===== src/rtl/core/mep_fifo.sv =====
// ----------------------------------------------------------------------------
// mep_fifo
// Small register queue between the point mapper and the iteration engine.
// ----------------------------------------------------------------------------
module mep_fifo #(
  parameter int WIDTH = 64,
  parameter int DEPTH = 2
) (
  input  logic             clk,
  input  logic             rst_n,
  input  logic             in_valid,
  output logic             in_ready,
  input  logic [WIDTH-1:0] in_data,
  output logic             out_valid,
  input  logic             out_ready,
  output logic [WIDTH-1:0] out_data
);

  localparam int AW = (DEPTH > 1) ? $clog2(DEPTH) : 1;
  localparam int CW = $clog2(DEPTH + 1);

  logic [WIDTH-1:0] mem_r [DEPTH];
  logic [AW-1:0]    wr_ptr_r, rd_ptr_r;
  logic [CW-1:0]    count_r;
  logic             push, pop;

  assign in_ready  = (count_r != CW'(DEPTH));
  assign out_valid = (count_r != '0);
  assign push      = in_valid && in_ready;
  assign pop       = out_valid && out_ready;
  assign out_data  = mem_r[rd_ptr_r];

  // Pointers and fill count
  always_ff @(posedge clk) begin
    if (!rst_n) begin
      wr_ptr_r <= '0;
      rd_ptr_r <= '0;
      count_r  <= '0;
    end else begin
      if (push) wr_ptr_r <= (wr_ptr_r == AW'(DEPTH - 1)) ? '0 : wr_ptr_r + 1'b1;
      if (pop)  rd_ptr_r <= (rd_ptr_r == AW'(DEPTH - 1)) ? '0 : rd_ptr_r + 1'b1;
      if (push && !pop)      count_r <= count_r + 1'b1;
      else if (pop && !push) count_r <= count_r - 1'b1;
    end
  end

  // Storage
  always_ff @(posedge clk) begin
    if (push) mem_r[wr_ptr_r] <= in_data;
  end

endmodule


===== config.mk =====
export PLATFORM = sky130hd
export DESIGN_NAME = mep_fifo
export DESIGN_NICKNAME = d
export VERILOG_FILES = /design/src/rtl/core/mep_fifo.sv
export SDC_FILE = /design/constraint.sdc
export NUM_CORES = 1
export LEC_CHECK = 0
export ABC_AREA = 1
export BUFFER_PORTS_ARGS = -buffer_cell sky130_fd_sc_hd__buf_2
export CORE_MARGIN = 5
export CORE_UTILIZATION = 35
export CTS_CLUSTER_SIZE = 16
export DETAILED_ROUTE_END_ITERATION = 10
export HOLD_SLACK_MARGIN = 0.15
export PLACE_DENSITY_LB_ADDON = 0.2
export SYNTH_ARGS = -nofsm -noshare
export SYNTH_HDL_FRONTEND = slang
export SYNTH_SLANG_ARGS = --single-unit

===== constraint.sdc =====
create_clock -name clk -period 3.9 [get_ports clk]
set_input_delay 0.195 -clock clk [delete_from_list [all_inputs] [get_ports clk]]
set_output_delay 0.195 -clock clk [all_outputs]
set_load 0.05 [all_outputs]

# [Word-level counts from Yosys, hierarchy flattened]
# Memory sizes are Yosys's and may differ from the RTL's. A register that Yosys moved wholly into a read port is not among the register bits.
# Cells that the tools add are included.
[op_classes] n_eq_ne=1 muxes=8 n_addsub=4 reduce_logical=8
[op_table] operator="$mux W1" count=6
[op_table] operator="$logic_and A1 B1 Y1" count=4
[op_table] operator="$mux W2" count=2
[op_table] operator="$reduce_bool A2 Y1" count=2
[op_table] operator="$add A1 B1 Y1 const B" count=2
[op_table] operator="$add A2 B1 Y2 const B" count=1
[op_table] operator="$logic_not A1 Y1" count=2
[op_table] operator="$ne A2 B2 Y1 const B" count=1
[op_table] operator="$sub A2 B1 Y2 const B" count=1
[word_totals] regBits=4 in_bits=68 wordCells=25 memories=1 mem_bits_rw=128 output_inout_bits=66
[mem_list] memory="mem_r" words=2 width=64 rd=1 rd_clocked_by_memory_dff=1 wr=1 line="22" text="logic [WIDTH-1:0] mem_r [DEPTH];"

# [Depth between registers and ports, before layout]
[depth] word_depth=6 mapped_depth=11 ltp_nobuf=11

# [Worst setup path before layout]
# Ideal clock, no wire load.
[synth_timing] kind="reg2reg" start="register count_r[0]" end="memory mem_r[0][0] (enable)" path_stages_with_launch=5 setup_time_ns=0.487 t_arrival_ns=3.647 n_path_buf=0 slack_ns=-0.234 period_less_slack_ns=4.134 required_time_ns=3.413 cell_sequence="dfxtp_1 inv_1 nand2_1 nand2_1 nor2_1"
[synth_via] elab_chain_cells=4
[synth_rtl] item="start, declared" line="24" text="logic [CW-1:0] count_r;"
[synth_rtl] item="start signal, assigned" line="42" text="if (push && !pop) count_r <= count_r + 1'b1;"
[synth_rtl] item="start signal, assigned" line="43" text="else if (pop && !push) count_r <= count_r - 1'b1;"
[synth_rtl] item="$ne A2 B2 Y1" line="27" text="assign in_ready = (count_r != CW'(DEPTH));"
[synth_rtl] item="net in_ready" line="12" text="output logic in_ready,"
[synth_rtl] item="$logic_and A1 B1 Y1" line="29" text="assign push = in_valid && in_ready;"
[synth_rtl] item="$mux W1" line="49" text="if (push) mem_r[wr_ptr_r] <= in_data;"
[synth_rtl] item="$mux W1 (implied by the code)" line="49"
[synth_rtl] item="end, declared" line="22"
# The timed path passes the listed nets, and every way through them passes these cells.

==> results.ini <==
[logic_synthesis]
post_synth_most_frequent_cells=sky130_fd_sc_hd__edfxtp_1, sky130_fd_sc_hd__mux2_4, sky130_fd_sc_hd__nand2_1
muxShareOfSynthArea=0.1833
postSynthCellCount=236
number_of_nets_in_the_synthesized_netlist=305
synth_flop_cell=sky130_fd_sc_hd__edfxtp_1
seq_area_frac_synth=0.7641
area_share_of_the_largest_cell_type_after_synthesis=0.7447
synth-compound-area-share=0.004364
yosys.cell_count.top_type=sky130_fd_sc_hd__edfxtp_1
synth.yosys.warnings=0
synth-seq-cells=133
synth.area.top_cells=sky130_fd_sc_hd__edfxtp_1, sky130_fd_sc_hd__mux2_4, sky130_fd_sc_hd__buf_12
combinational_family_with_the_most_area_after_synthesis=multiplexers
syn-mean-instance-area_um2=21.87
async_flop_share=0
post_synth_edffs=128
yosys.area_share.adder=0.002424
synth_area_mm2=0.005161
synth_top_cell_by_area=sky130_fd_sc_hd__edfxtp_1
synthXorXnorAreaFrac=0
synth_simple_gate_area_frac=0.01455
count_of_distinct_cell_types_in_the_synthesized_netlist=15

[final_layout]
layout.cells.non_filler=649
fillerInstances=1249
post_layout_net_count=520
drive_gt1_frac=0.5000
area.growth.synth_to_final_pct=39.68
final_cell_area_mm2=0.007209

[timing]
fmax_mhz=438.2
final_critical_path_setup_slack_ns=1.618
finalSetupViolCount=0
tightest_slew_ns=0.7666
final_min_period_over_clock_period=0.5851
rsz0062_at_grt=false
finalHoldViolCount=0
fin_worst_hold_slack_ns=0.2047
final-max-slew-violation-count=0
timing.clock.skew_ns=0.01093
period_needed_ns=2.282
worst_slew_margin_rel=0.4877

[global_route]
grtUsageTotal=0.1172
global_route_wire_length_before_repair_um=15750
largest_net_degree_at_the_start_of_global_routing=43
overflow=0
grt_antenna_before_repair=1
number_of_global_route_vias_before_repair=3097

[outcome]
status=complete, no violations

[placed_design]
post-place-ws_ns=1.757
place_congestion=0.6852
numPortBuffers=133
detailed_placement_wirelength_estimate_um=6454
place_area_mm2=0.005995
place.detailed.instances=551

[detailed_routing]
via_per_inst=4.257
drt_iter0_drc=111
firstDrtPassIters=4
via_count=2763
post_drt_wl_per_cell_um=15.09
drcViolationCount=0
detail-route-antenna-nets=0
routed_wire_length_um=9795

[worst_setup_path]
cp.arrival_ns=2.09
regToRegEndpoint=mem_r[0][48]
crit_path_end_kind=output pin
r2r_setup_slack_ns=1.79
worst_setup_path_start_kind=flop
worstPathMaxFanout=23
cp_data_required_time_ns=3.70
regToRegStartpoint=count_r[0]
ff2ff_path_depth=5
crit_type=reg2out

[run]
max_cap_viol_count=0

[power]
p_total_uw=5037
net-switching-power_uw=1731
max-vdd-ir-drop_mv=0.3777
combinationalPowerShare=0.328
cellInternalPower_uw=3306
clockPowerShare=0.296
static_leakage_power_uw=0.002867
power_density_mw_per_mm2=698.7
p_sw_frac=0.3437
pwr-share-seq=0.376

[cts]
tritoncts=built
cts_buffer_depth=2
cts.repair.resized=0
cts.sink_count=133
depth_of_the_cts_h_tree=4
clk_transition_reported_paths_ns=0.05
insertion_delay_ns=0.41
cts-buffers-inserted=17
clk_root_buffer_cell=sky130_fd_sc_hd__clkbuf_16

[min_path]
hold_start=out_ready
hold_depth=4
holdCritPathClass=in2reg

[die]
area_of_the_core_mm2=0.01448
initial_core_utilization=0.3565
chipHeight_um=131.4
die-width_um=131.4
rows=44
boundaryPins=134
dieArea_mm2=0.01728

cells by family (layout without fill, tap and decap cells):
logic type / count (synthesis) / count (layout)
buf+inv: 15 / 243
simple gates: 19 / 19
mux: 64 / 64
fa+ha+maj: 1 / 1
flops: 133 / 133
compound gates: 4 / 4
other cells: 0 / 1
worst max-delay path by stage:
stage,endpoint,slack [ns],cells past startpoint,start
4_1_cts,out_data[44],1.55,3,flop
3_3_place_gp,mem_r[0][37],1.80,5,count_r[0]
3_5_place_dp,mem_r[0][42],1.76,5,count_r[0]
2_1_floorplan,mem_r[0][0],-0.23,4,count_r[0]
6_report,out_data[44],1.62,3,flop
5_1_grt,out_data[44],1.51,3,flop
metrics by stage:
stage	TNS (ns)	utilization
4_1_cts	0	0.4978
3_3_place_gp	0	0.4140
3_5_place_dp	0	0.4140
6_report	0	0.4979
2_1_floorplan	-29.95	-
5_1_grt	0	0.4979
power groups by stage:
stage	Sequential [µW]	Combinational (µW)	Clock (µW)
CTS	1900	1680	1540
floorplan	1890	1390	0
global placement	1920	1610	0
detailed placement	1930	1620	0
finish	1890	1650	1490
global route	1910	1740	1600
sequential cells by signal, indices dropped and copies added (netlist names), named ones only:
signal and count:
mem_r 128, count_r 2, rd_ptr_r 1, wr_ptr_r 1
cell usage in the layout, fill, tap and decap left out, drive strengths merged:
cell / synthesis / routed
buf: 7 / 138
edfxtp: 128 / 128
dlygate4sd3: 0 / 65
mux2: 64 / 64
clkbuf: 0 / 23
nand2: 9 / 9
inv: 8 / 8
nor2: 8 / 8
clkinv: 0 / 5
dfxtp: 5 / 5
o21ai: 2 / 2
clkinvlp: 0 / 2
bufinv: 0 / 2
diode: 0 / 1
o21a: 1 / 1
a21oi: 1 / 1
nand3: 1 / 1
nand4: 1 / 1
ha: 1 / 1
repair_timing:
action / CTS / global route
hold buffers: 65 / 0
setup buffers: 0 / 0
endpoints found under the hold margin: 133 / 0
critical path, cell delays in order (launching register included):
cell	delay, ns
sky130_fd_sc_hd__dfxtp_4	0.61
sky130_fd_sc_hd__buf_4	0.46
sky130_fd_sc_hd__mux2_2	0.38
sky130_fd_sc_hd__buf_2	0.21
per-layer routing:
metal / vias up / part of all wire / track usage
met5: - / 0 / 0
met3: 14 / 0.066 / 0.05313
met1: 1305 / 0.44 / 0.1394
met4: 0 / 0.018 / 0.05314
met2: 95 / 0.47 / 0.1831
li1: 1349 / - / -
cell type report:
class	count	area, µm²	share of cell area
Inverter	8	30.03	0.004165
Tap cell	184	230.2	0.03193
Clock buffer	23	457.9	0.06352
Antenna cell	1	2.502	0.0003471
Multi-Input combinational cell	88	1071	0.1486
Clock inverter	9	103.9	0.01440
Sequential cell	133	3948	0.5476
Timing Repair Buffer	203	1366	0.1895
No activity file was read; power rests on OpenSTA's default activity.
