### src/rtl/core/mep_pkg.sv
// ----------------------------------------------------------------------------
// mep_pkg
// Shared types and constants for the escape-time pixel evaluator.
// ----------------------------------------------------------------------------
package mep_pkg;

  // Configuration port
  localparam int CFG_IDX_W  = 3;
  localparam int CFG_DATA_W = 32;

  localparam logic [CFG_IDX_W-1:0] REG_MAX_ITER = 3'd0;
  localparam logic [CFG_IDX_W-1:0] REG_X_ORIGIN = 3'd1;
  localparam logic [CFG_IDX_W-1:0] REG_Y_TOP    = 3'd2;
  localparam logic [CFG_IDX_W-1:0] REG_STEP_X   = 3'd3;
  localparam logic [CFG_IDX_W-1:0] REG_STEP_Y   = 3'd4;

  // Register widths and reset values
  localparam int ITER_W  = 16;
  localparam int COORD_W = 32;
  localparam int STEP_W  = 31;
  localparam int GREY_W  = 8;

  localparam logic [ITER_W-1:0]         MAX_ITER_RST = 16'd100;
  localparam logic signed [COORD_W-1:0] X_ORIGIN_RST = -32'sd477815112;
  localparam logic signed [COORD_W-1:0] Y_TOP_RST    = 32'sd257966474;
  localparam logic [STEP_W-1:0]         STEP_X_RST   = 31'd671089;
  localparam logic [STEP_W-1:0]         STEP_Y_RST   = 31'd671788;

  // Grey scale factor
  localparam int GREY_SCALE = 255;
  // n*255 fits in this many bits
  localparam int PROD_W = ITER_W + GREY_W;

  // Image mapping configuration
  typedef struct packed {
    logic signed [COORD_W-1:0] x_origin;
    logic signed [COORD_W-1:0] y_top;
    logic [STEP_W-1:0]         step_x;
    logic [STEP_W-1:0]         step_y;
  } mep_map_t;

  // Point c in the complex plane, Q4.28 register format
  typedef struct packed {
    logic signed [COORD_W-1:0] b;
    logic signed [COORD_W-1:0] a;
  } mep_point_t;

  // Outcome of one escape run
  typedef struct packed {
    logic [ITER_W-1:0] iterations;
    logic              escaped;
  } mep_result_t;

endpackage

### src/rtl/core/mep_front.sv
// ----------------------------------------------------------------------------
// mep_front
// Maps a pixel index pair onto the point c, saturated to the register range.
// ----------------------------------------------------------------------------
module mep_front import mep_pkg::*; #(
  parameter int INDEX_BITS = 12
) (
  input  logic                  clk,
  input  logic                  rst_n,
  input  mep_map_t              map,
  input  logic                  in_valid,
  output logic                  in_ready,
  input  logic [INDEX_BITS-1:0] column,
  input  logic [INDEX_BITS-1:0] row,
  output logic                  out_valid,
  input  logic                  out_ready,
  output mep_point_t            out_point
);

  localparam int PXW = INDEX_BITS + STEP_W;  // index times step
  localparam int SW  = PXW + 2;              // signed sum with headroom

  logic           s1_v_r, s2_v_r;
  logic [PXW-1:0] px_r, py_r;
  mep_point_t     pt_r;
  logic           s1_ready, s2_ready;

  logic signed [SW-1:0] sum_x, sum_y;
  mep_point_t           pt_nxt;

  assign s2_ready = !s2_v_r || out_ready;
  assign s1_ready = !s1_v_r || s2_ready;
  assign in_ready = s1_ready;

  // Offsets from the image edges
  assign sum_x = {{(SW-COORD_W){map.x_origin[COORD_W-1]}}, map.x_origin}
               + $signed({2'b00, px_r});
  assign sum_y = {{(SW-COORD_W){map.y_top[COORD_W-1]}}, map.y_top}
               - $signed({2'b00, py_r});

  // Saturate to 32-bit signed
  always_comb begin
    if (&sum_x[SW-1:COORD_W-1] || ~|sum_x[SW-1:COORD_W-1]) begin
      pt_nxt.a = sum_x[COORD_W-1:0];
    end else begin
      pt_nxt.a = sum_x[SW-1] ? {1'b1, {(COORD_W-1){1'b0}}} : {1'b0, {(COORD_W-1){1'b1}}};
    end
    if (&sum_y[SW-1:COORD_W-1] || ~|sum_y[SW-1:COORD_W-1]) begin
      pt_nxt.b = sum_y[COORD_W-1:0];
    end else begin
      pt_nxt.b = sum_y[SW-1] ? {1'b1, {(COORD_W-1){1'b0}}} : {1'b0, {(COORD_W-1){1'b1}}};
    end
  end

  // Stage valid bits
  always_ff @(posedge clk) begin
    if (!rst_n) begin
      s1_v_r <= 1'b0;
      s2_v_r <= 1'b0;
    end else begin
      if (s1_ready) s1_v_r <= in_valid;
      if (s2_ready) s2_v_r <= s1_v_r;
    end
  end

  // Stage payloads: products, then saturated sums
  always_ff @(posedge clk) begin
    if (s1_ready && in_valid) begin
      px_r <= column * map.step_x;
      py_r <= row * map.step_y;
    end
    if (s2_ready && s1_v_r) begin
      pt_r <= pt_nxt;
    end
  end

  assign out_valid = s2_v_r;
  assign out_point = pt_r;

endmodule

### config.mk
export PLATFORM = sky130hd
export DESIGN_NAME = mep_front
export DESIGN_NICKNAME = d
export VERILOG_FILES = /design/src/rtl/core/mep_pkg.sv /design/src/rtl/core/mep_front.sv
export SDC_FILE = /design/constraint.sdc
export NUM_CORES = 2
export LEC_CHECK = 0
export BUFFER_PORTS_ARGS = -buffer_cell sky130_fd_sc_hd__buf_2
export CORE_ASPECT_RATIO = 1.75
export CORE_MARGIN = 2
export CORE_UTILIZATION = 35
export DETAILED_ROUTE_END_ITERATION = 12
export GPL_TIMING_DRIVEN = 0
export SLEW_MARGIN = 10
export SYNTH_ARGS = -nofsm -noshare
export SYNTH_HDL_FRONTEND = slang
export SYNTH_SLANG_ARGS = --single-unit
export TNS_END_PERCENT = 20
### constraint.sdc
create_clock -name clk -period 22 [get_ports clk]
set_input_delay 4.4 -clock clk [delete_from_list [all_inputs] [get_ports clk]]
set_output_delay 4.4 -clock clk [all_outputs]
set_load 0.05 [all_outputs]
# Word-level counts from Yosys, hierarchy flattened
# Index checks and enable logic that the tools add are counted.
# totals
regBits	152
inputBits	154
wordCells	28
output_inout_bits	66
# op_classes
n_reduce_logical	14
mul	2
addsub	2
muxes	4
# op_table
operator	count
2-to-1 mux 32 bit	4
multiplier 12 x 31 -> 43 bit	2
adder 32 x 44 -> 45 bit	1
subtractor 32 x 44 -> 45 bit	1
AND reduction 14 bit	2
OR reduction 14 bit	2
zero test 1 bit	4
logical OR 1 bit	4
logical AND 1 bit	2

# Depth between registers and ports, before layout
# logic_depth
ltp_word	5
mapped_depth	24
depth_no_buf	23

# Worst setup path after synthesis
# No wires, ideal clock.
# synth_timing
kind	input to register
startpoint	in row[6]
endpoint	reg py_r[41] (data pin)
setup_time_ps	264
path_slack_ps	11872
arrival_time_ps	9864
path_buffers	1
t_required_ps	21736
path_stages	21
path_cell_list	clkbuf_1 > nand2_1 > fa_1 > inv_1 > fa_1 > fa_1 > fa_1 > inv_1 > fa_1 > inv_1 > ha_1 > a21o_1 > a21o_1 > a21o_1 > a21o_1 > a2111oi_0 > a2111oi_2 > o211ai_1 > a41oi_1 > a221oi_1 > xnor2_1
# synth_between
elab_chain_len	1
# synth_lines
item	line_no	rtl
start: declaration	mep_front.sv:14	input logic [INDEX_BITS-1:0] row,
multiplier 12 x 31 -> 43 bit	mep_front.sv:70	py_r <= row * map.step_y;
end signal: assignment	mep_front.sv:70	
end: declaration	mep_front.sv:24	logic [PXW-1:0] px_r, py_r;
# Every way passes these cells.
# A chain may end at the register's enable or synchronous reset.

# Worst setup path in the final report
# layout_timing
startpoint	in column[6]
endpoint	reg px_r[42] (data pin)
# layout_between
elab_chain_len	1
# layout_lines
item	line_no	rtl
start: declaration	mep_front.sv:13	input logic [INDEX_BITS-1:0] column,
multiplier 12 x 31 -> 43 bit	mep_front.sv:69	px_r <= column * map.step_x;
end signal: assignment	mep_front.sv:69	
end: declaration	mep_front.sv:24	
# Every way passes these cells.

==> impl_summary.log <==
[metrics] Buf/Inv on CP: 5
[metrics] worst IR drop on VDD: 0.000110 V
[metrics] buffers inserted by post-CTS timing repair: 0
[metrics] initial core utilization: 35.4%
[metrics] synthesis-stage register bit count: approximately 150
[metrics] final worst clock skew: 0.0180 ns
[metrics] syn avg cell area: 8.88 µm²
[metrics] crit start category: primary input
[metrics] Largest stage delay, worst path: 0.69 ns
[metrics] via count of the first global-routing pass: 29200
[metrics] area used by multi-input combinational logic: 0.0249 mm²
[metrics] TritonCTS clock tree: done
[metrics] final routed wirelength across all metal layers: 101000 µm
[metrics] RSZ-0062 raised after global routing: false
[metrics] layout overhead on the synthesized area: 9.93%
[metrics] data arrival time of the critical path: 11.38 ns
[metrics] number of violations of the max-capacitance limit: 0
[metrics] full die area: 0.0965 mm²
[metrics] RD Place Congestion: around 0.95
[metrics] total cell area at the placement stage: roughly 0.036 mm²
[metrics] share of layout cells above drive strength 1: 7.61%
[metrics] path class of the lowest-slack min-delay path: reg2reg
[metrics] dpl hpwl: 88400 µm
[metrics] family with the most delay on the worst path: adder cells
[metrics] Leak: 0.0175 µW
[metrics] CP Class: in2reg
[metrics] FP Rows: between 100 and 150
[metrics] number of levels in the clock H-tree: 4
[metrics] per-cell routed wire length: 19.5 µm
[metrics] Achievable Freq: ~89 MHz
[metrics] Synth Cell Area: 0.0329 mm²
[metrics] CTS Buffer Depth: 2
[metrics] worst skew pair latency: roughly 0.44 ns
[metrics] Detailed Routing Iterations Pass 1: 5
[metrics] IO Count: 220
[metrics] most frequent CP cell: sky130_fd_sc_hd__fa_1
[metrics] finished layout cell area: 0.0361 mm²
[metrics] power density cells: 164 mW/mm²
[metrics] chip height: 409 µm
[metrics] first-pass GRT wire length: about 160000 µm
[metrics] number of max-slew violations in the final report: 0
[metrics] Std-Cell Core Area: 0.0930 mm²
[metrics] total setup violations reported at the end of the flow: 0
[metrics] ordered list of cells on the worst path: buf_2, clkbuf_1, nand2_1, fa_1, inv_1, fa_1, fa_1, fa_1, inv_1, fa_1, inv_1, ha_1, nand3_1, a2111oi_0, nor3_1, o31ai_1, a31oi_1, o21ai_0, nand3_1, a31oi_1, xnor2_1
[metrics] Synth Flop Type: sky130_fd_sc_hd__edfxtp_1
[metrics] actual slew at the worst max-slew pin: 1.00 ns
[metrics] root buffer cell: sky130_fd_sc_hd__clkbuf_16
[metrics] total negative setup slack: 0 ns
[metrics] sequential cell area fraction in the yosys report: 13.8%
[metrics] # resized after CTS: 0
[metrics] final critical path time including I/O delays and setup: about 11 ns
[metrics] post-route antenna net violation count: 0
[metrics] antenna violations before repair: 31
[metrics] Final period util: between 50% and 60%
[metrics] number of buffers created by CTS: 17
[metrics] DRC errors left: 0
[metrics] Die X-Extent: 236 µm
[metrics] instance count of the mapped netlist: 3703
[metrics] overall via count from detail_route: 26400
[metrics] synth warn: 0
[metrics] slowest stage cell, crit path: sky130_fd_sc_hd__a2111oi_0
[metrics] All-Layer GR Usage: between 20% and 30%
[metrics] net count of the mapped netlist: 4689
[metrics] remaining global-route overflow: 0
[metrics] Crit Path Max Fanout: 10
[metrics] number of hold violations in the final report: 0
[metrics] number of nets in the layout: 4930
[metrics] number of library cell types mapped by synthesis: 84
[metrics] Filler Cells Inserted: 9597
[metrics] Worst-path clk slew: roughly 0.070 ns
[metrics] number of flops mapped to enable cells by yosys: 150
[metrics] count of clock tree sinks: 152
[metrics] cts-stage hold buffer count: 0
[metrics] outcome: finished clean
[metrics] routed vias/inst: approximately 5.1
[metrics] Slew HR: 31.5%
[metrics] count of buffers inserted at the top-level ports: 219
[metrics] required time at the endpoint of the critical path: 22.17 ns
[metrics] iteration-0 DRC count of the detailed router: 1104
[metrics] async set-reset flop share out of synthesis: 0%
[metrics] post-layout total power: 5940 µW
[metrics] maximum number of pins on one net before global-route repair: 45
[metrics] register area: 0.00454 mm²
[metrics] kind of capture point of the worst setup path: register
[cells in the mapped netlist (3+ instances only)]
cell type                   instances  area [µm²]
sky130_fd_sc_hd__inv_1            716        2690
sky130_fd_sc_hd__nand2_1          620        2330
sky130_fd_sc_hd__fa_1             582       11700
sky130_fd_sc_hd__ha_1             250        3130
sky130_fd_sc_hd__and2_1           239        1500
sky130_fd_sc_hd__a21oi_1          194         971
sky130_fd_sc_hd__clkbuf_1         153         574
sky130_fd_sc_hd__edfxtp_1         150        4500
sky130_fd_sc_hd__xnor2_1          105         920
sky130_fd_sc_hd__o21ai_0           99         495
sky130_fd_sc_hd__a21o_1            79         593
sky130_fd_sc_hd__nor2_1            76         285
sky130_fd_sc_hd__xor2_1            50         438
sky130_fd_sc_hd__nand3_1           40         200
sky130_fd_sc_hd__o21a_1            27         203
sky130_fd_sc_hd__o21bai_1          26         195
sky130_fd_sc_hd__nand2b_1          24         150
sky130_fd_sc_hd__nor3_1            24         120
sky130_fd_sc_hd__nand4_1           23         144
sky130_fd_sc_hd__o211ai_1          17         128
sky130_fd_sc_hd__and3_1            16         100
sky130_fd_sc_hd__nor2b_1           16         100
sky130_fd_sc_hd__or3_1             13        81.3
sky130_fd_sc_hd__a31oi_1           11        68.8
sky130_fd_sc_hd__buf_6              8        90.1
sky130_fd_sc_hd__a2111oi_0          7        61.3
sky130_fd_sc_hd__a211oi_1           7        52.6
sky130_fd_sc_hd__a21boi_0           7        52.6
sky130_fd_sc_hd__nor4_1             7        43.8
sky130_fd_sc_hd__buf_2              6        30.0
sky130_fd_sc_hd__o21ai_1            6        30.0
sky130_fd_sc_hd__or2_2              6        37.5
sky130_fd_sc_hd__and4_1             5        43.8
sky130_fd_sc_hd__o31a_1             5        43.8
sky130_fd_sc_hd__o31ai_1            5        37.5
sky130_fd_sc_hd__a221o_1            4        40.0
sky130_fd_sc_hd__a31o_2             4        35.0
sky130_fd_sc_hd__a41oi_1            4        35.0
sky130_fd_sc_hd__o22ai_1            4        25.0
sky130_fd_sc_hd__a311oi_1           3        26.3
sky130_fd_sc_hd__and3_2             3        22.5
sky130_fd_sc_hd__buf_4              3        22.5
sky130_fd_sc_hd__o41ai_1            3        26.3
[power by group]
group	switching (µW)	internal (µW)	total (µW)
Sequential	29.0	638	667
Combinational	2950	2030	4980
Clock	145	152	296
Total	3120	2820	5940
[cell families (layout without fill, tap and decap cells)]
kind of cell | after synthesis | in the layout | share of synthesized area [%]
XOR/XNOR | 155 | 155 | 4.13
multiplexers | 2 | 2 | 0.0609
AND/OR/NAND/NOR | 1130 | 1130 | 16.2
AO/OA/AOI/OAI | 545 | 545 | 10.5
flip-flops | 152 | 152 | 13.8
adder cells (fa/ha/maj) | 832 | 832 | 45.0
other | 0 | 8 | 0
buffers and inverters | 887 | 1141 | 10.4
[layer usage]
metal | GRT usage (%) | wire, µm | vias up
met1 | 20.2 | 32200 | 13200
met3 | 3.83 | 5450 | 347
met5 | 0 | 289 | -
met2 | 42.3 | 55300 | 730
met4 | 13.7 | 7490 | 40
li1 | - | - | 12100
[sequential cells by signal, summed over array words and instances (netlist names)]
name       flops
out_valid      1
s1_v_r         1
py_r          43
out_point     64
px_r          43
[cell usage in the layout (no fill, tap or decap), types with 6 or more instances in the layout]
cell | synthesis | final
sky130_fd_sc_hd__inv_1 | 716 | 716
sky130_fd_sc_hd__nand2_1 | 620 | 620
sky130_fd_sc_hd__fa_1 | 582 | 582
sky130_fd_sc_hd__ha_1 | 250 | 250
sky130_fd_sc_hd__and2_1 | 239 | 238
sky130_fd_sc_hd__buf_2 | 6 | 225
sky130_fd_sc_hd__a21oi_1 | 194 | 194
sky130_fd_sc_hd__clkbuf_1 | 153 | 153
sky130_fd_sc_hd__edfxtp_1 | 150 | 150
sky130_fd_sc_hd__xnor2_1 | 105 | 105
sky130_fd_sc_hd__o21ai_0 | 99 | 99
sky130_fd_sc_hd__a21o_1 | 79 | 79
sky130_fd_sc_hd__nor2_1 | 76 | 76
sky130_fd_sc_hd__xor2_1 | 50 | 50
sky130_fd_sc_hd__nand3_1 | 40 | 40
sky130_fd_sc_hd__o21a_1 | 27 | 27
sky130_fd_sc_hd__o21bai_1 | 26 | 26
sky130_fd_sc_hd__nor3_1 | 24 | 24
sky130_fd_sc_hd__nand2b_1 | 24 | 24
sky130_fd_sc_hd__nand4_1 | 23 | 23
sky130_fd_sc_hd__o211ai_1 | 17 | 17
sky130_fd_sc_hd__clkbuf_16 | 0 | 17
sky130_fd_sc_hd__and3_1 | 16 | 16
sky130_fd_sc_hd__nor2b_1 | 16 | 15
sky130_fd_sc_hd__or3_1 | 13 | 13
sky130_fd_sc_hd__a31oi_1 | 11 | 11
sky130_fd_sc_hd__diode_2 | 0 | 8
sky130_fd_sc_hd__buf_6 | 8 | 8
sky130_fd_sc_hd__a21boi_0 | 7 | 7
sky130_fd_sc_hd__a211oi_1 | 7 | 7
sky130_fd_sc_hd__a2111oi_0 | 7 | 7
sky130_fd_sc_hd__nor4_1 | 7 | 7
sky130_fd_sc_hd__or2_2 | 6 | 6
sky130_fd_sc_hd__o21ai_1 | 6 | 6
[metrics by stage]
step / instances / setup WS [ns] / util (%) / hold slack [ns]
after floorplan: 3703 / 11.87 / - / 0.477
after global placement: 5122 / 10.35 / 38.2 / 0.498
after detailed placement: 5125 / 10.40 / 38.2 / 0.513
after CTS: 5157 / 10.85 / 38.9 / 0.530
after global routing: 5159 / 10.23 / 38.9 / 0.564
final: 5165 / 10.79 / 38.9 / 0.523
[area by class of cell]
class / count / share of cell area (%)
Buffer: 171 / 2.01
Sequential cell: 152 / 12.6
Inverter: 716 / 7.44
Tap cell: 1200 / 4.15
Clock inverter: 15 / 0.422
Timing Repair Buffer: 222 / 3.20
Clock buffer: 17 / 1.18
Antenna cell: 8 / 0.0554
Multi-Input combinational cell: 2664 / 69.0
[final timing paths]
path                            slack (ns)           startpoint                      end  cells after the start
worst max-delay path                 10.79            column[6]       px_r[42]$_DFFE_PP_                     21
worst min-delay path                  0.52  s1_v_r$_SDFFE_PN0N_   out_valid$_SDFFE_PN0P_                      1
worst max register to register       17.31   py_r[14]$_DFFE_PP_  out_point[56]$_DFFE_PP_                     15
worst min register to register        0.52  s1_v_r$_SDFFE_PN0N_   out_valid$_SDFFE_PN0P_                      1
(Power assumes the default switching activity.)
