$ cat src/rtl/core/mep_pkg.sv
// ----------------------------------------------------------------------------
// mep_pkg
// Shared types and constants for the escape-time pixel evaluator.
// ----------------------------------------------------------------------------
package mep_pkg;

  // Configuration port
  localparam int CFG_IDX_W  = 3;
  localparam int CFG_DATA_W = 32;

  localparam logic [CFG_IDX_W-1:0] REG_MAX_ITER = 3'd0;
  localparam logic [CFG_IDX_W-1:0] REG_X_ORIGIN = 3'd1;
  localparam logic [CFG_IDX_W-1:0] REG_Y_TOP    = 3'd2;
  localparam logic [CFG_IDX_W-1:0] REG_STEP_X   = 3'd3;
  localparam logic [CFG_IDX_W-1:0] REG_STEP_Y   = 3'd4;

  // Register widths and reset values
  localparam int ITER_W  = 16;
  localparam int COORD_W = 32;
  localparam int STEP_W  = 31;
  localparam int GREY_W  = 8;

  localparam logic [ITER_W-1:0]         MAX_ITER_RST = 16'd100;
  localparam logic signed [COORD_W-1:0] X_ORIGIN_RST = -32'sd477815112;
  localparam logic signed [COORD_W-1:0] Y_TOP_RST    = 32'sd257966474;
  localparam logic [STEP_W-1:0]         STEP_X_RST   = 31'd671089;
  localparam logic [STEP_W-1:0]         STEP_Y_RST   = 31'd671788;

  // Grey scale factor
  localparam int GREY_SCALE = 255;
  // n*255 fits in this many bits
  localparam int PROD_W = ITER_W + GREY_W;

  // Image mapping configuration
  typedef struct packed {
    logic signed [COORD_W-1:0] x_origin;
    logic signed [COORD_W-1:0] y_top;
    logic [STEP_W-1:0]         step_x;
    logic [STEP_W-1:0]         step_y;
  } mep_map_t;

  // Point c in the complex plane, Q4.28 register format
  typedef struct packed {
    logic signed [COORD_W-1:0] b;
    logic signed [COORD_W-1:0] a;
  } mep_point_t;

  // Outcome of one escape run
  typedef struct packed {
    logic [ITER_W-1:0] iterations;
    logic              escaped;
  } mep_result_t;

endpackage

$ cat src/rtl/core/mep_grey.sv
// ----------------------------------------------------------------------------
// mep_grey
// Grey byte floor(n*255/max_iter) by restoring division, one bit per cycle,
// and the result output register.
// ----------------------------------------------------------------------------
module mep_grey import mep_pkg::*; (
  input  logic                    clk,
  input  logic                    rst_n,
  input  logic [ITER_W-1:0]       max_iter,
  input  logic                    in_valid,
  output logic                    in_ready,
  input  mep_result_t             in_res,
  output logic                    out_valid,
  input  logic                    out_ready,
  output logic [GREY_W-1:0]       grey_level,
  output mep_result_t             out_res
);

  localparam int DSW = ITER_W + GREY_W - 1;  // divisor shifted to top bit
  localparam int BW  = $clog2(GREY_W);

  typedef enum logic [2:0] {
    DV_IDLE = 3'b001,
    DV_RUN  = 3'b010,
    DV_OUT  = 3'b100
  } dv_state_t;

  dv_state_t         state_r, state_nxt;
  logic [PROD_W-1:0] rem_r;
  logic [DSW-1:0]    dsr_r;
  logic [GREY_W-1:0] quot_r;
  logic [BW-1:0]     bit_r;
  mep_result_t       res_r;

  logic [PROD_W:0]   diff;
  logic              take;
  logic [PROD_W-1:0] scaled;

  // n*255 as n*256 - n
  assign scaled = {in_res.iterations, {GREY_W{1'b0}}} - PROD_W'(in_res.iterations);

  assign diff = {1'b0, rem_r} - {2'b00, dsr_r};
  assign take = !diff[PROD_W];

  assign in_ready   = (state_r == DV_IDLE);
  assign out_valid  = (state_r == DV_OUT);
  assign grey_level = quot_r;
  assign out_res    = res_r;

  // Control
  always_comb begin
    state_nxt = state_r;
    unique case (state_r)
      DV_IDLE: if (in_valid) state_nxt = (in_res.iterations == '0) ? DV_OUT : DV_RUN;
      DV_RUN:  if (bit_r == '0) state_nxt = DV_OUT;
      DV_OUT:  if (out_ready) state_nxt = DV_IDLE;
      default: state_nxt = DV_IDLE;
    endcase
  end

  always_ff @(posedge clk) begin
    if (!rst_n) begin
      state_r <= DV_IDLE;
    end else begin
      state_r <= state_nxt;
    end
  end

  // Divider datapath; quotient never exceeds 255 since n <= max_iter
  always_ff @(posedge clk) begin
    if (state_r == DV_IDLE && in_valid) begin
      res_r  <= in_res;
      rem_r  <= scaled;
      dsr_r  <= {max_iter, {(GREY_W-1){1'b0}}};
      quot_r <= '0;
      bit_r  <= BW'(GREY_W - 1);
    end else if (state_r == DV_RUN) begin
      if (take) rem_r <= diff[PROD_W-1:0];
      dsr_r  <= dsr_r >> 1;
      quot_r <= {quot_r[GREY_W-2:0], take};
      bit_r  <= bit_r - 1'b1;
    end
  end

endmodule

$ cat config.mk
export PLATFORM = sky130hd
export DESIGN_NAME = mep_grey
export DESIGN_NICKNAME = d
export VERILOG_FILES = /design/src/rtl/core/mep_pkg.sv /design/src/rtl/core/mep_grey.sv
export SDC_FILE = /design/constraint.sdc
export NUM_CORES = 1
export LEC_CHECK = 0
export BUFFER_PORTS_ARGS = -buffer_cell sky130_fd_sc_hd__buf_2
export CAP_MARGIN = 10
export CELL_PAD_IN_SITES_DETAIL_PLACEMENT = 0
export CELL_PAD_IN_SITES_GLOBAL_PLACEMENT = 1
export CORE_ASPECT_RATIO = 1.2
export CORE_MARGIN = 2
export CORE_UTILIZATION = 46
export CTS_BUF_LIST = sky130_fd_sc_hd__clkbuf_4 sky130_fd_sc_hd__clkbuf_8
export DETAILED_ROUTE_END_ITERATION = 16
export GPL_ROUTABILITY_DRIVEN = 0
export GPL_TIMING_DRIVEN = 0
export PLACE_DENSITY = 0.84
export SETUP_SLACK_MARGIN = 0.05
export SYNTH_ARGS = -nofsm -noshare
export SYNTH_HDL_FRONTEND = slang
export SYNTH_SLANG_ARGS = --single-unit
$ cat constraint.sdc
create_clock -name clk -period 3.7 [get_ports clk]
set_input_delay 0.74 -clock clk [delete_from_list [all_inputs] [get_ports clk]]
set_output_delay 0.74 -clock clk [all_outputs]
set_load 0.1 [all_outputs]
Word-level counts from Yosys, hierarchy flattened

Index checks and enable logic that the tools add are counted.
W data, S select, Z words.

Equality and inequality tests: 7
Muxes and demuxes: 10
Magnitude comparators: 0
$add $sub $neg: 3
Shift operators: 0
Bitwise logic cells: 0
Divide/modulo/power cells: 0
Multiply operators: 0
Reduce and logical (&&, ||, !) cells: 7

Operator list:

| cell                  | number |
|---|---|
| $mux W24              | 3 |
| $mux W23              | 2 |
| $sub A24 B23 Y25      | 1 |
| $sub A24 B16 Y24      | 1 |
| $logic_not A16 Y1     | 1 |
| $mux W3               | 4 |
| $pmux W3 S3           | 1 |
| $ne A2 B1 Y1 const B  | 2 |
| $ne A2 B2 Y1 const B  | 2 |
| $eq A3 B1 Y1 const B  | 1 |
| $eq A3 B2 Y1 const B  | 1 |
| $eq A3 B3 Y1 const B  | 1 |
| $logic_not A3 Y1      | 1 |
| $reduce_and A3 Y1     | 1 |
| $sub A3 B1 Y3 const B | 1 |
| $reduce_and A2 Y1     | 1 |
| $reduce_bool A2 Y1    | 1 |
| $logic_and A1 B1 Y1   | 1 |
| $logic_not A1 Y1      | 1 |

Memory bits (read-only): 0
Memories kept: 0
Bits in writable memories: 0
Output and inout bits: 27
Latch bits: 0
Bits in registers: 78

Depth between registers and ports, before layout

Word-level depth: 4
Depth in mapped cells: 10
Mapped depth without buffers: 10

Worst setup path after synthesis

OpenSTA, ideal clock, no wires.

Path kind: reg2reg
From: register state_r[1]
To: register res_r, in the netlist out_res[0] (enable)
Setup slack: -960 ps
Stages on the path, launching flop included: 6
Period minus slack after synthesis: 4660 ps
Arrival time: 4272 ps
Cell sequence: dfxtp_1 > nor3b_1 > nand2_1 > inv_1 > clkbuf_1 > buf_1

Word-level cells in the longest chain between the ends: 2

Ends and longest elaborated chain:

| element                | line           | source |
|---|---|---|
| from (decl)            | mep_grey.sv:28 | `dv_state_t state_r, state_nxt;` |
| from (signal assigned) | mep_grey.sv:65 | `state_r <= state_nxt;` |
| $eq A3 B1 Y1           | -              |  |
| net in_ready           | mep_grey.sv:11 | `output logic in_ready,` |
| $logic_and A1 B1 Y1    | mep_grey.sv:71 | `if (state_r == DV_IDLE && in_valid) begin` |
| to (signal assigned)   | mep_grey.sv:72 | `res_r <= in_res;` |
| to (decl)              | mep_grey.sv:33 | `mep_result_t res_r;` |

The timed path passes the listed nets, and every way through them passes these cells.
A chain may end at the register's enable or synchronous reset.

Worst setup path after layout

From: register rem_r[0]
To: register rem_r[20] (enable)

Word-level cells in the longest chain between the ends: 3

Ends and longest elaborated chain:

| element                            | line           | source |
|---|---|---|
| from (decl)                        | mep_grey.sv:29 | `logic [PROD_W-1:0] rem_r;` |
| from (signal assigned)             | mep_grey.sv:73 | `rem_r <= scaled;` |
| from (signal assigned)             | mep_grey.sv:78 | `if (take) rem_r <= diff[PROD_W-1:0];` |
| $sub A24 B23 Y25                   | mep_grey.sv:42 | `assign diff = {1'b0, rem_r} - {2'b00, dsr_r};` |
| $ne A2 B1 Y1 (no source line)      | -              |  |
| $reduce_and A2 Y1 (no source line) | -              |  |

No other way between the ends.

==> impl.org <==
** Timing
- Based on the critical path, the design can be clocked at up to between 300 and 400 MHz.
- The count of pins over their slew limit was 0.
- Minimum clock period after layout :: 3130 ps
- Actual transition at the worst max-transition pin :: 677 ps
- Smallest setup slack after layout :: roughly 570 ps
- Clock skew after layout :: 11.1 ps
- Unrepaired setup endpoints after global routing :: false
- Worst slew margin relative to its limit :: 0.548
- Setup violations remaining at the end of the flow were counted as 0.
- Setup TNS :: 0 ps
- Hold Vio Cnt, Final :: 0
- In the finished design, the share of the clock period the worst path needs comes to 0.845.

** Critical path
- Worst path arrival time :: 3140 ps
- Cell family contributing the most delay on the critical path :: compound AO/OA/AOI/OAI gates
- Along the worst path, the maximum fanout reaches 24.
- Data on the critical path is required at its endpoint by 3710 ps.
- Counting stages on the worst path, the most repeated cell is sky130_fd_sc_hd__o211ai_1.
- The worst register-to-register path begins at rem_r[0].
- Cell at the slowest stage of the critical path :: sky130_fd_sc_hd__nand2_2
- Reg-to-reg setup timing slack :: around 570 ps
- CP max stage delay :: 520 ps
- Setup crit start :: rem_r[0]
- Traced cell by cell, the critical path runs through inv_1 > ha_1 > fa_1 > nor2b_1 > o211ai_1 > a311oi_1 > o211ai_1 > nand2_1 > a21oi_1 > nand2_2.
- Class of the most critical setup path :: reg -> reg
- The worst setup path is captured at a flop.
- The worst setup path is launched from a flop.
- Combined buffer and inverter count along the critical path :: 1

** Layout
- Most common library cell in the layout ignoring fill and taps :: sky130_fd_sc_hd__nand2_1
- Summing all multi-input logic gate instances after layout gives 0.00267 mm².
- Synth-to-Final Area Change :: 14.0%
- Nets@finish :: 709
- Fraction of layout instances using a drive strength above 1 :: 0.148
- The finished cells cover between 0.005 and 0.006 mm².
- Commonest cells after routing, fill and taps aside :: 84 x sky130_fd_sc_hd__nand2_1, 64 x sky130_fd_sc_hd__buf_2, 57 x sky130_fd_sc_hd__edfxtp_1, 55 x sky130_fd_sc_hd__a21oi_1, 47 x sky130_fd_sc_hd__inv_1
- Final-layout fill cell count :: approximately 1.0k
- Summing all flip-flop and latch instances after layout gives 0.00213 mm².
- The number of antenna diodes in the final layout is 0.

** Hold path
- Path class of the lowest-slack min-delay path :: reg -> reg
- The worst hold path begins at grey_level[7].

** Power
- Sw frac :: 0.373
- Leakage power total :: 2.38 nW
- The share of total power dissipated in sequential elements is 0.385.
- Clock network fraction of design power :: 0.230
- Of the total power, combinational logic draws 0.385.
- Summed over all nets, the switching power comes to about 0.0011 W.
- Peak VDD IR :: 0.189 mV
- Power spread over the standard cell area amounts to 502 mW/mm².
- The internal power of the cells totals 0.00181 W.

** Routing
- After detailed routing, the number of vias per cell comes to between 5 and 6.
- For this run, design rule violations remaining after detail routing come to 0.
- Total wirelength of the detailed-routed design :: 12.6 mm
- Via count :: 4286
- In this run the remaining antenna-violating nets after routing total 0.
- The first detailed-routing pass took 5 iterations.
- In this run, the number of DRC markers left after iteration 0 of detailed routing was 187.
- In the final routed layout, each cell accounts on average for 16.4 µm.

** Global route
- The first global-routing pass estimated between 20 and 25 mm of wire.
- Via count of the first global-routing pass :: 4143
- Entering global routing, the biggest net connects 25 pins.
- In the global route stage, met3 resource usage came out at 0.0444.
- Global routing finished with a remaining overflow of 0.
- For this run, global-route usage on met1 was measured as 0.296.
- In the global route stage, overall resource usage came out at 0.220.
- GR Layer Usage met2 :: 0.348
- After global routing, the most crowded layer is met2.
- Initial antenna violation count :: 0

** Floorplan
- The die covers 0.0118 mm².
- Die height :: 119 µm
- For this configuration, the core starts out at a cell density of 0.474.
- Ports :: 64
- The floorplan has 41 rows.
- Overall die width :: 99.5 µm
- The core region is 0.0106 mm².

** CTS
- Setup bufs post-CTS :: 0
- Number of hold buffers added after cts :: 0
- CTS buffer count :: 9
- After clock tree synthesis, the repair step resized 0 gates.
- Maximum clock path buffer count :: 2
- Clock H-tree levels :: 3
- Root Buffer Master :: sky130_fd_sc_hd__clkbuf_8
- Clock transition at the register clock pins on the worst setup and hold paths after CTS :: 80 ps
- Clock latency reported for the late side of the worst-skew pair :: between 300 and 400 ps
- Clock tree from TritonCTS :: built
- TritonCTS sink count :: 78

** Placed design
- Worst setup timing slack at the placement stage :: 162 ps
- Total of buffers placed on input and output ports :: 63
- The placed instances occupy a cell area of between 0.005 and 0.006 mm².
- Detailed placement ended at an HPWL of 9.56 mm.

** Flow run
- Number of maximum-capacitance violations :: 0

** Synth
- Flops & latches, synth :: 78
- In this run the cell area of the synthesized design comes to 0.00504 mm².
- After synthesis, the share of flip-flops with an asynchronous set or reset is 0.
- Of the synthesized area, sequential elements account for 0.423.
- Number of instances in the synthesized netlist :: 562
- EDFF count, synth :: 57
- During synthesis, Yosys emitted a total of 0 warnings.
- The number of nets handed over by synthesis was 634.
- A synthesized cell averages about 9.0 µm².
- Number of library cell types mapped by synthesis :: 54
- The most used flip-flop cell after synthesis is sky130_fd_sc_hd__edfxtp_1.

** Run status
- Result of the run :: completed
==> sequential cells by signal, indices dropped and copies added, names as in the netlist <==
register / cells
out_res: 17
rem_r: 24
grey_level: 8
bit_r: 3
dsr_r: 23
state_r: 3
==> cells by family after synthesis <==
| family | after synthesis | share of synthesized area |
|---|---|---|
| muxes | 6 | 0.0119 |
| and+or+nand+nor | 188 | 0.179 |
| xor gates and xnor gates | 33 | 0.0574 |
| adders and majority gates | 35 | 0.0884 |
| AOI/OAI and AO/OA | 158 | 0.192 |
| buffers and inverters | 64 | 0.0479 |
| DFF | 78 | 0.423 |
==> final timing paths <==
check,to,cells past startpoint
setup / recovery,rem_r[20],10
hold / removal,grey_level[7],2
hold reg to reg,grey_level[7],2
setup reg to reg,rem_r[20],10
==> metal layers <==
layer / routed length [µm] / up-vias
met5: 0 / -
met1: 5930 / 1968
li1: - / 2176
met3: 605 / 22
met2: 5800 / 120
met4: 295 / 0
==> stage by stage <==
| stage | util | hold slack [ps] | instances | total power, W |
|---|---|---|---|---|
| final | 0.541 | 458 | 771 | 0.00288 |
| after global routing | 0.541 | 483 | 771 | 0.00305 |
| after CTS | 0.541 | 463 | 771 | 0.00289 |
| after detailed placement | 0.522 | 452 | 755 | 0.00222 |
| after global placement | 0.520 | 447 | 754 | 0.00220 |
| after floorplan | - | 440 | 562 | 0.00197 |
==> power by group through the flow <==
| stage | logic (W) | registers (W) | clock network [W] |
|---|---|---|---|
| finish | 0.00111 | 0.00111 | 0.000664 |
| global route | 0.00123 | 0.00112 | 0.000707 |
| CTS | 0.00110 | 0.00111 | 0.000679 |
| detailed placement | 0.00109 | 0.00113 | 0 |
| global placement | 0.00107 | 0.00113 | 0 |
| floorplan | 0.000749 | 0.00122 | 0 |
==> cell usage after synthesis (4+ instances only) <==
| master | n | area [µm²] |
|---|---|---|
| sky130_fd_sc_hd__nand2_1 | 85 | 319 |
| sky130_fd_sc_hd__edfxtp_1 | 57 | 1710 |
| sky130_fd_sc_hd__a21oi_1 | 55 | 275 |
| sky130_fd_sc_hd__inv_1 | 47 | 176 |
| sky130_fd_sc_hd__o21ai_0 | 43 | 215 |
| sky130_fd_sc_hd__ha_1 | 34 | 425 |
| sky130_fd_sc_hd__nor2_1 | 28 | 105 |
| sky130_fd_sc_hd__dfxtp_1 | 21 | 420 |
| sky130_fd_sc_hd__xnor2_1 | 20 | 175 |
| sky130_fd_sc_hd__clkbuf_1 | 14 | 52.6 |
| sky130_fd_sc_hd__xor2_1 | 13 | 114 |
| sky130_fd_sc_hd__nand3_1 | 10 | 50.1 |
| sky130_fd_sc_hd__a21o_1 | 8 | 60.1 |
| sky130_fd_sc_hd__and3_1 | 8 | 50.1 |
| sky130_fd_sc_hd__nor3_1 | 8 | 40.0 |
| sky130_fd_sc_hd__nand4_1 | 7 | 43.8 |
| sky130_fd_sc_hd__o31ai_1 | 7 | 52.6 |
| sky130_fd_sc_hd__and2_1 | 6 | 37.5 |
| sky130_fd_sc_hd__mux2i_1 | 6 | 60.1 |
| sky130_fd_sc_hd__nand2b_1 | 6 | 37.5 |
| sky130_fd_sc_hd__nor4_1 | 6 | 37.5 |
| sky130_fd_sc_hd__o211ai_1 | 6 | 45.0 |
| sky130_fd_sc_hd__a31o_2 | 5 | 43.8 |
| sky130_fd_sc_hd__nor2b_1 | 5 | 31.3 |
| sky130_fd_sc_hd__a21boi_0 | 4 | 30.0 |
| sky130_fd_sc_hd__a31oi_1 | 4 | 25.0 |
| sky130_fd_sc_hd__nor3b_1 | 4 | 30.0 |
| sky130_fd_sc_hd__o21a_1 | 4 | 30.0 |
| sky130_fd_sc_hd__or3_1 | 4 | 25.0 |
==> worst register-to-register path, stage by stage, from the launching register on <==
cell and delay (ps):
sky130_fd_sc_hd__edfxtp_1 330, sky130_fd_sc_hd__inv_1 40, sky130_fd_sc_hd__ha_1 210, sky130_fd_sc_hd__fa_1 410, sky130_fd_sc_hd__nor2b_1 170, sky130_fd_sc_hd__o211ai_1 140, sky130_fd_sc_hd__a311oi_1 510, sky130_fd_sc_hd__o211ai_1 130
sky130_fd_sc_hd__nand2_1 140, sky130_fd_sc_hd__a21oi_1 150, sky130_fd_sc_hd__nand2_2 520
==> cell type report <==
| class | count | share of cell area |
|---|---|---|
| clock buffers | 12 | 0.0255 |
| flip-flops and latches | 78 | 0.371 |
| repair buffers | 64 | 0.0597 |
| clock inverters | 4 | 0.00849 |
| plain buffers | 17 | 0.0113 |
| multi-input cells | 420 | 0.465 |
| well taps | 129 | 0.0281 |
| inverters | 47 | 0.0307 |
No activity file was read; power rests on OpenSTA's default activity.
